$ cat src/sv/vttm_pkg.sv
// ----------------------------------------------------------------------------
// vttm_pkg
// Shared types and constants for the virtual tick timer multiplexer.
// ----------------------------------------------------------------------------
package vttm_pkg;

  localparam int GUEST_COUNT = 4;
  localparam int GIDX_W      = (GUEST_COUNT > 1) ? $clog2(GUEST_COUNT) : 1;

  localparam logic [1:0] CMD_TICK    = 2'd0;
  localparam logic [1:0] CMD_SWITCH  = 2'd1;
  localparam logic [1:0] CMD_CLEAR   = 2'd2;
  localparam logic [1:0] CMD_IGNORED = 2'd3;

  localparam logic [4:0]  NO_GUEST       = 5'd31;
  localparam logic [24:0] TICK_RELOAD_RST = 25'd16000;
  localparam logic [31:0] U32MAX         = 32'hFFFF_FFFF;

  typedef struct packed {
    logic [1:0]  cmd;
    logic [3:0]  guest;
    logic [16:0] hw_csr;
    logic [23:0] hw_rvr;
    logic [23:0] hw_cvr;
    logic        hw_irq_pend;
  } in_req_t;

  typedef struct packed {
    logic        arriving_valid;
    logic [16:0] arm_csr;
    logic [23:0] arm_rvr;
    logic        inject;
    logic [31:0] owed;
    logic [31:0] accrued;
    logic [31:0] injected;
    logic [31:0] coalesced;
    logic [31:0] max_owed;
  } out_req_t;

  // one guest table entry
  typedef struct packed {
    logic [16:0] control;
    logic [23:0] reload;
    logic [23:0] count_now;
    logic [63:0] last_wall;
    logic [31:0] owed;
    logic        pending;
    logic [31:0] accrued;
    logic [31:0] injected;
    logic [31:0] coalesced;
    logic [31:0] max_owed;
  } entry_t;

  // divider handshake
  typedef struct packed {
    logic        start;
    logic [63:0] dividend;
    logic [24:0] divisor;
  } div_req_t;

  typedef struct packed {
    logic        done;
    logic [63:0] quot;
    logic [24:0] rem;
  } div_rsp_t;

  function automatic logic [31:0] sat_add(input logic [31:0] a, input logic [63:0] b);
    logic [64:0] s;
    s = {33'd0, a} + {1'b0, b};
    sat_add = (s > {33'd0, U32MAX}) ? U32MAX : s[31:0];
  endfunction

  function automatic logic irq_on(input logic [16:0] csr);
    irq_on = csr[0] & csr[1];
  endfunction

endpackage

$ cat src/sv/vttm_div.sv
// ----------------------------------------------------------------------------
// vttm_div
// Serial restoring divider, 64 by 25 bits, one quotient bit per cycle.
// ----------------------------------------------------------------------------
module vttm_div (
  input  logic               clk,
  input  logic               rst_n,
  input  vttm_pkg::div_req_t req,
  output vttm_pkg::div_rsp_t rsp
);

  logic [63:0] q_r;
  logic [25:0] rem_r;
  logic [24:0] dvs_r;
  logic [6:0]  cnt_r;
  logic        busy_r;
  logic        done_r;

  logic [25:0] trial;
  logic [25:0] shifted;

  always_comb begin
    shifted = {rem_r[24:0], q_r[63]};
    trial   = shifted - {1'b0, dvs_r};
  end

  always_ff @(posedge clk) begin
    if (!rst_n) begin
      busy_r <= 1'b0;
      done_r <= 1'b0;
      cnt_r  <= '0;
    end else begin
      // one-cycle pulse after the last quotient bit
      done_r <= busy_r && !req.start && (cnt_r == 7'd63);
      if (req.start) begin
        busy_r <= 1'b1;
        cnt_r  <= 7'd0;
        q_r    <= req.dividend;
        rem_r  <= '0;
        dvs_r  <= req.divisor;
      end else if (busy_r) begin
        if (!trial[25]) begin
          rem_r <= trial;
          q_r   <= {q_r[62:0], 1'b1};
        end else begin
          rem_r <= shifted;
          q_r   <= {q_r[62:0], 1'b0};
        end
        cnt_r  <= cnt_r + 7'd1;
        busy_r <= (cnt_r != 7'd63);
      end
    end
  end

  assign rsp.done = done_r;
  assign rsp.quot = q_r;
  assign rsp.rem  = rem_r[24:0];

endmodule

$ cat src/sv/virtual_tick_timer_multiplexer.sv
// ----------------------------------------------------------------------------
// virtual_tick_timer_multiplexer
// Shares one tick timer among guests; per-guest state lives in a table RAM.
// ----------------------------------------------------------------------------
//  channel | direction | signals
//  in      | input     | in_valid, in_stall (out), in_data
//  out     | output    | out_valid, out_stall (in), out_data
//  cfg     | input     | cfg_we, cfg_wdata (tick_reload)
//
// One request at a time. A tick, clear or ignored request passes through S_EMIT
// before the next accept. A switch reads the departing entry, writes it
// back, then reads the arriving entry from the registered table read; the
// serial divider runs when at least one whole tick has elapsed.
// The table has no reset of its own: after reset a clearing pass writes each
// entry while in_stall is held high.
// A result sits in the output register until taken; the next request may be
// accepted meanwhile and waits for the register before it finishes.
module virtual_tick_timer_multiplexer (
  input  logic              clk,
  input  logic              rst_n,
  input  logic              in_valid,
  output logic              in_stall,
  input  vttm_pkg::in_req_t in_data,
  output logic              out_valid,
  input  logic              out_stall,
  output vttm_pkg::out_req_t out_data,
  input  logic              cfg_we,
  input  logic [24:0]       cfg_wdata
);

  typedef enum logic [3:0] {
    S_INIT, S_IDLE, S_DEP_RD, S_DEP_WB, S_ARR_RD, S_ARR_LD, S_ARR_CALC,
    S_DIV, S_ARR_FIN, S_EMIT
  } state_t;

  localparam int GW = vttm_pkg::GIDX_W;

  state_t state_r;
  logic [24:0] tick_reload_r;
  logic [63:0] wall_r;
  logic [4:0]  active_r;
  vttm_pkg::in_req_t req_r;
  vttm_pkg::entry_t  ent_r;
  vttm_pkg::out_req_t res_r;
  logic        res_pend_r;
  logic        out_valid_r;
  vttm_pkg::out_req_t out_data_r;
  logic [GW:0] init_cnt_r;
  logic [24:0] period_r;

  // table RAM
  vttm_pkg::entry_t mem [vttm_pkg::GUEST_COUNT];
  logic           mem_we;
  logic [GW-1:0]  mem_addr;
  vttm_pkg::entry_t mem_wdata;
  vttm_pkg::entry_t mem_rdata;

  always_ff @(posedge clk) begin
    if (mem_we) mem[mem_addr] <= mem_wdata;
    mem_rdata <= mem[mem_addr];
  end

  vttm_pkg::div_req_t div_req;
  vttm_pkg::div_rsp_t div_rsp;

  vttm_div u_div (.clk(clk), .rst_n(rst_n), .req(div_req), .rsp(div_rsp));

  logic accept;
  assign in_stall  = (state_r != S_IDLE);
  assign accept    = in_valid && !in_stall;
  assign out_valid = out_valid_r;
  assign out_data  = out_data_r;

  logic arr_ok, dep_ok;
  assign arr_ok = ({1'b0, req_r.guest} < 5'(vttm_pkg::GUEST_COUNT));
  assign dep_ok = (active_r < 5'(vttm_pkg::GUEST_COUNT));

  // departing save, combinational from the read entry
  vttm_pkg::entry_t dep_e;
  logic hwp;
  always_comb begin
    dep_e = mem_rdata;
    hwp   = req_r.hw_irq_pend;
    if (dep_e.pending && !hwp) begin
      if (dep_e.owed != 32'd0) dep_e.owed = dep_e.owed - 32'd1;
      dep_e.pending = 1'b0;
    end
    dep_e.control   = req_r.hw_csr;
    dep_e.reload    = req_r.hw_rvr;
    dep_e.count_now = req_r.hw_cvr;
    dep_e.last_wall = wall_r;
    if (!dep_e.pending && hwp && vttm_pkg::irq_on(dep_e.control)) begin
      dep_e.owed    = vttm_pkg::sat_add(dep_e.owed, 64'd1);
      dep_e.pending = 1'b1;
      dep_e.accrued = vttm_pkg::sat_add(dep_e.accrued, 64'd1);
      if (dep_e.owed > dep_e.max_owed) dep_e.max_owed = dep_e.owed;
    end
  end

  // arriving first-stage values
  logic [24:0] a_period, a_remaining;
  logic [63:0] a_elapsed;
  logic [24:0] a_cvr;
  logic        calc_upd, calc_div;
  always_comb begin
    a_period  = {1'b0, ent_r.reload} + 25'd1;
    a_cvr     = {1'b0, ent_r.count_now};
    a_remaining = (a_cvr == 25'd0 || a_cvr >= a_period) ? a_period : a_cvr + 25'd1;
    a_elapsed = wall_r - ent_r.last_wall;
    // accounted before, enabled and time moved on
    calc_upd  = ent_r.last_wall != 64'd0 && ent_r.control[0] && a_elapsed != 64'd0;
    // at least one whole tick elapsed
    calc_div  = calc_upd && a_elapsed >= {39'd0, a_remaining};
  end

  logic [24:0] rem_left;
  assign rem_left = period_r - div_rsp.rem - 25'd1;

  // finish: inject logic and result build
  vttm_pkg::entry_t fin_e;
  vttm_pkg::out_req_t fin_o;
  always_comb begin
    fin_e = ent_r;
    fin_o = '0;
    fin_o.arriving_valid = 1'b1;
    fin_o.arm_csr = ent_r.control[0] ? {1'b0, ent_r.control[15:0]} : 17'd0;
    fin_o.arm_rvr = ent_r.reload;
    if (ent_r.owed != 32'd0 && vttm_pkg::irq_on(ent_r.control)) begin
      if (!ent_r.pending) begin
        fin_e.pending  = 1'b1;
        fin_e.injected = vttm_pkg::sat_add(ent_r.injected, 64'd1);
      end else begin
        fin_e.coalesced = vttm_pkg::sat_add(ent_r.coalesced, 64'd1);
      end
      fin_o.inject = 1'b1;
    end
    fin_o.owed      = fin_e.owed;
    fin_o.accrued   = fin_e.accrued;
    fin_o.injected  = fin_e.injected;
    fin_o.coalesced = fin_e.coalesced;
    fin_o.max_owed  = fin_e.max_owed;
  end

  vttm_pkg::entry_t clr_e;
  always_comb begin
    clr_e = '0;
    clr_e.last_wall = wall_r;
  end

  // table port and divider request control
  always_comb begin
    mem_we    = 1'b0;
    mem_addr  = req_r.guest[GW-1:0];
    mem_wdata = clr_e;
    div_req   = '0;
    div_req.divisor = period_r;
    case (state_r)
      S_INIT: begin
        mem_we   = 1'b1;
        mem_addr = init_cnt_r[GW-1:0];
      end
      S_IDLE: begin
        if (accept && in_data.cmd == vttm_pkg::CMD_CLEAR &&
            {1'b0, in_data.guest} < 5'(vttm_pkg::GUEST_COUNT)) begin
          mem_we   = 1'b1;
          mem_addr = in_data.guest[GW-1:0];
        end else if (accept && in_data.cmd == vttm_pkg::CMD_SWITCH) begin
          mem_addr = active_r[GW-1:0];
        end
      end
      S_DEP_RD: mem_addr = active_r[GW-1:0];
      S_DEP_WB: begin
        mem_we    = dep_ok;
        mem_addr  = active_r[GW-1:0];
        mem_wdata = dep_e;
      end
      S_ARR_FIN: begin
        mem_we    = !res_pend_r;
        mem_wdata = fin_e;
      end
      default: ;
    endcase
    if (state_r == S_ARR_CALC && calc_div) begin
      div_req.start    = 1'b1;
      div_req.dividend = a_elapsed - {39'd0, a_remaining};
      div_req.divisor  = a_period;
    end
  end

  logic [63:0] ticks;
  assign ticks = div_rsp.quot + 64'd1;

  always_ff @(posedge clk) begin
    if (!rst_n) begin
      state_r       <= S_INIT;
      tick_reload_r <= vttm_pkg::TICK_RELOAD_RST;
      wall_r        <= '0;
      active_r      <= vttm_pkg::NO_GUEST;
      out_valid_r   <= 1'b0;
      res_pend_r    <= 1'b0;
      init_cnt_r    <= '0;
    end else begin
      if (cfg_we) tick_reload_r <= cfg_wdata;
      // pending result moves into the output register when free
      if (res_pend_r && (!out_valid_r || !out_stall)) begin
        out_valid_r <= 1'b1;
        out_data_r  <= res_r;
        res_pend_r  <= 1'b0;
      end else if (out_valid_r && !out_stall) begin
        out_valid_r <= 1'b0;
      end
      case (state_r)
        S_INIT: begin
          init_cnt_r <= init_cnt_r + {{GW{1'b0}}, 1'b1};
          if (init_cnt_r == (GW+1)'(vttm_pkg::GUEST_COUNT - 1)) state_r <= S_IDLE;
        end
        S_IDLE: begin
          if (accept) begin
            req_r <= in_data;
            case (in_data.cmd)
              vttm_pkg::CMD_TICK: begin
                wall_r <= wall_r + {39'd0, tick_reload_r};
                state_r <= S_EMIT;
              end
              vttm_pkg::CMD_SWITCH: state_r <= S_DEP_RD;
              default: state_r <= S_EMIT;
            endcase
          end
        end
        S_DEP_RD: state_r <= S_DEP_WB;
        S_DEP_WB: begin
          active_r <= {1'b0, req_r.guest};
          if (arr_ok) state_r <= S_ARR_RD;
          else state_r <= S_EMIT;
        end
        S_ARR_RD: state_r <= S_ARR_LD;
        // arriving entry valid in the cycle after its read
        S_ARR_LD: begin
          ent_r   <= mem_rdata;
          state_r <= S_ARR_CALC;
        end
        S_ARR_CALC: begin
          ent_r.last_wall <= wall_r;
          period_r <= a_period;
          if (calc_div) begin
            state_r <= S_DIV;
          end else begin
            state_r <= S_ARR_FIN;
            if (calc_upd) begin
              ent_r.count_now <= 24'(a_remaining - a_elapsed[24:0] - 25'd1);
            end
          end
        end
        S_DIV: begin
          if (div_rsp.done) begin
            ent_r.count_now <= rem_left[23:0];
            ent_r.owed      <= vttm_pkg::sat_add(ent_r.owed, ticks);
            ent_r.accrued   <= vttm_pkg::sat_add(ent_r.accrued, ticks);
            ent_r.max_owed  <= (vttm_pkg::sat_add(ent_r.owed, ticks) > ent_r.max_owed) ?
                               vttm_pkg::sat_add(ent_r.owed, ticks) : ent_r.max_owed;
            state_r <= S_ARR_FIN;
          end
        end
        S_ARR_FIN: begin
          if (!res_pend_r) begin
            res_r      <= fin_o;
            res_pend_r <= 1'b1;
            state_r    <= S_IDLE;
          end
        end
        S_EMIT: begin
          if (!res_pend_r) begin
            res_r      <= '0;
            res_pend_r <= 1'b1;
            state_r    <= S_IDLE;
          end
        end
        default: state_r <= S_IDLE;
      endcase
    end
  end

endmodule

$ cat config.mk
export PLATFORM = sky130hd
export DESIGN_NAME = virtual_tick_timer_multiplexer
export DESIGN_NICKNAME = d
export VERILOG_FILES = /design/src/sv/vttm_pkg.sv /design/src/sv/vttm_div.sv /design/src/sv/virtual_tick_timer_multiplexer.sv
export SDC_FILE = /design/constraint.sdc
export NUM_CORES = 2
export LEC_CHECK = 0
export BUFFER_PORTS_ARGS = -buffer_cell sky130_fd_sc_hd__buf_2
export CAP_MARGIN = 30
export CORE_MARGIN = 2
export CORE_UTILIZATION = 40
export CTS_CLUSTER_SIZE = 14
export DETAILED_ROUTE_END_ITERATION = 7
export GPL_TIMING_DRIVEN = 0
export PLACE_DENSITY = 0.52
export SLEW_MARGIN = 20
export SYNTH_ARGS = -nofsm -noshare
export SYNTH_HDL_FRONTEND = slang
export SYNTH_SLANG_ARGS = --single-unit
$ cat constraint.sdc
create_clock -name clk -period 54.5 [get_ports clk]
set_input_delay 16.35 -clock clk [delete_from_list [all_inputs] [get_ports clk]]
set_output_delay 16.35 -clock clk [all_outputs]
set_load 0.1 [all_outputs]
==> results.sh <==
export IMPL_worst_path_buf_inv=13
export IMPL_io_buffers=302
export IMPL_row_count=198
export IMPL_min_to="ent_r[267]"
export IMPL_ios=307
export IMPL_powerDensity_nw_per_um2=39.8
export IMPL_die_y_um=545
export IMPL_syn2layout_area_growth_pct=16.5
export IMPL_wl_per_cell_um=29.1
export IMPL_synth_cell_types=104
export IMPL_reg2reg_slack_ns=42.46
export IMPL_final_setup_viol_count=0
export IMPL_cap_violations=0
export IMPL_hold_buffers=0
export IMPL_die_w_um=545
export IMPL_gp_congestion=0.968
export IMPL_yosysWarnings=0
export IMPL_arrival_ns=21.23
export IMPL_cts_max_path_buffers=4
export IMPL_startpoint_type="input port"
export IMPL_synth_top_area_cell="edfxtp_1"
export IMPL_worst_path_max_delay_cell="nor3_2"
export IMPL_drt_iter0_markers=9722
export IMPL_hold_viol=0
export IMPL_finalWirelength_mm=452
export IMPL_p_leak_nw=51.1
export IMPL_use_met2_pct=48.7
export IMPL_overflow=0
export IMPL_ant_nets=0
export IMPL_postCtsSetupBuffers=0
export IMPL_crit_chain="buf_2 -> nor2b_1 -> nand3_1 -> mux2i_1 -> a211oi_1 -> a221oi_1 -> a21o_1 -> clkbuf_2 -> clkbuf_1 -> nor3_2 -> buf_4 -> buf_4 -> buf_4 -> buf_4 -> buf_4 -> buf_6 -> buf_4 -> buf_6 -> buf_4 -> buf_4"
export IMPL_syn_area_sq_um=117000
export IMPL_synth_avg_cell_area_sq_um=11.1
export IMPL_grt_pass1_vias=85800
export IMPL_grt_busiest_layer="met2"
export IMPL_rr_endpoint="mem[0][0]"
export IMPL_crit_path_end_kind="register"
export IMPL_core_area_sq_um=291000
export IMPL_r2r_start="mem_rdata[142]"
export IMPL_yosysTopAreaCellShare_pct=52.8
export IMPL_worst_hold_slack_ns=0.395
export IMPL_drv_slew=0
export IMPL_ir_worst_vdd_mv=0.0304
export IMPL_final_layout_size_suffix_gt1_share_pct=11.7
export IMPL_initial_core_util_pct=40.2
export IMPL_met3_usage_pct=3.97
export IMPL_grt_usage_pct=29.7
export IMPL_dpl_hpwl_mm=352
export IMPL_slew_headroom_pct=25.0
export IMPL_clk_pin_slew_ns=0.06
export IMPL_skew_ns=0.0814
export IMPL_crit_family="buffers and inverters"
export IMPL_cts_resized=0
export IMPL_power_w=0.00542
export IMPL_ys_ff_latch=2458
export IMPL_dp_slack_ns=33.00
export IMPL_grt_use_met1_pct=39.6
export IMPL_synth_edf_count=2057
export IMPL_status="completed"
export IMPL_hold_depth=0
export IMPL_crit_top_cell="buf_4"
export IMPL_grt_max_degree=58
export IMPL_worstHoldStart="mem_rdata[267]"
export IMPL_die_area_sq_um=297000
export IMPL_rsz0062_at_grt="false"
export IMPL_min_period_ns=20.62
export IMPL_synthTopCellsByArea="edfxtp_1 (53%), dfxtp_1 (6.9%), nand2_1 (5.9%)"
export IMPL_grt_pass1_wl_mm=634
export IMPL_crit_start="in_data[70]"
export IMPL_clock_fmax_ghz=0.0485
export IMPL_yosysSeqAreaShare_pct=59.6
export IMPL_cpPeakStageDelay_ns=0.70
export IMPL_tightest_slew_ns=1.13
export IMPL_antenna_found_initial=51
export IMPL_hp_class="register to register"
export IMPL_ctsRootBufferMaster="clkbuf_16"
export IMPL_syn_inst=10500
export IMPL_h_tree_depth=5
export IMPL_synth_top_flop_cell="edfxtp_1"
export IMPL_reg2reg_depth=34
export IMPL_nets=11900
export IMPL_vias_per_cell=5.79
export IMPL_ys_async_sr_fraction_pct=0
export IMPL_post_route_worst_setup_slack_ns=33.88
export IMPL_drc=0
export IMPL_first_pass_iters=8
export IMPL_cts_made_buffers=276
export IMPL_cts_tree="built"
export IMPL_fin_tns_setup_ns=0
export IMPL_clk_latency_ns=0.95
export IMPL_via_count=90100
export IMPL_final_period_utilization_pct=37.8
export IMPL_cp_max_fo=10
export IMPL_cts_sinks=2458
export IMPL_synth_nets=11000
export IMPL_worstPathRequired_ns=55.11
export IMPL_critPathKind="input port to register"
[state kept, by name, summed over array words and instances (netlist names), 3 cells and up]
signal and flops:
mem 1156, ent_r 265, mem_rdata 225, out_data 202, res_r 202, dep_e 128
u_div.q_r 64, wall_r 64, period_r 25, tick_reload_r 25, u_div.dvs_r 25, u_div.rem_r 25
a_cvr 24, u_div.cnt_r 7, active_r 5, req_r 4, state_r 4, init_cnt_r 3
[final cells by class]
class | instances | area [sq um]
Antenna cell | 14 | 35.0
Buffer | 557 | 2240
Clock buffer | 388 | 7770
Clock inverter | 119 | 1250
Fill cell | 26700 | 155000
Inverter | 365 | 1370
Multi-Input combinational cell | 7131 | 44000
Sequential cell | 2458 | 69800
Tap cell | 3900 | 4880
Timing Repair Buffer | 617 | 5050
[per-layer routing]
layer | wire length (um) | part of all wire (%) | up-vias
met5 | 67 | 0.015 | -
met4 | 20700 | 4.6 | 8
met1 | 188000 | 42 | 45100
met2 | 213000 | 47 | 3747
li1 | - | - | 40500
met3 | 30200 | 6.7 | 724
[cells by family after synthesis]
logic type      count (synthesis)  share of synthesized area [%]
mux                           266                           2.43
buf+inv                       922                           3.01
xor+xnor                      448                           3.36
simple gates                 3916                           15.8
compound gates               2141                           11.9
flops                        2458                           59.6
fa+ha+maj                     359                           3.88
other cells                     1                        0.00320
[how the worst max path moves through the flow]
stage,end,depth (start not counted)
2_1_floorplan,mem[0][0],9
3_3_place_gp,mem[2][197],9
3_5_place_dp,mem[3][238],20
4_1_cts,mem[3][266],20
5_1_grt,mem[0][206],18
6_report,mem[3][236],20
[power breakdown]
group | total (W) | switching [W] | internal [W]
clock | 0.00187 | 0.000792 | 0.00108
sequential | 0.00253 | 0.000135 | 0.00240
combinational | 0.00102 | 0.000688 | 0.000335
total | 0.00542 | 0.00162 | 0.00381
[metrics by stage]
stage                     cell area (sq um)  util [%]  std cells
after floorplan                      117000         -      10500
after global placement               123000      42.4      14700
after detailed placement             127000      43.7      15000
after CTS                            136000      46.8      15500
after global routing                 136000      46.8      15500
final                                136000      46.8      15500
[synth_stat cells (all sizes together) (101+ instances only)]
| master | count |
|---|---|
| xnor2 | 291 |
| and2 | 178 |
| and3 | 381 |
| mux2 | 149 |
| edfxtp | 2057 |
| mux2i | 117 |
| ha | 352 |
| a31oi | 441 |
| clkbuf | 500 |
| a21oi | 456 |
| nand3 | 219 |
| nand2 | 1835 |
| inv | 365 |
| a22o | 121 |
| dfxtp | 401 |
| xor2 | 157 |
| nand4 | 147 |
| nor2 | 559 |
| a21o | 169 |
| o21ai | 421 |
| nor3 | 155 |
| nor4 | 101 |
[cell usage in the layout, fill, tap and decap left out, types with 149 or more instances in the layout]
master     instances
dfxtp_1          401
nand2_1         1833
clkbuf_16        282
inv_1            365
edfxtp_1        2057
xor2_1           157
a31oi_1          440
and2_1           174
and3_1           381
mux2_2           149
buf_2            328
a21oi_1          452
nand3_1          218
o21ai_0          419
xnor2_1          287
ha_1             352
buf_4            195
nor2_1           554
a21o_1           169
clkbuf_1         517
Power figures use the tool's default switching activity.
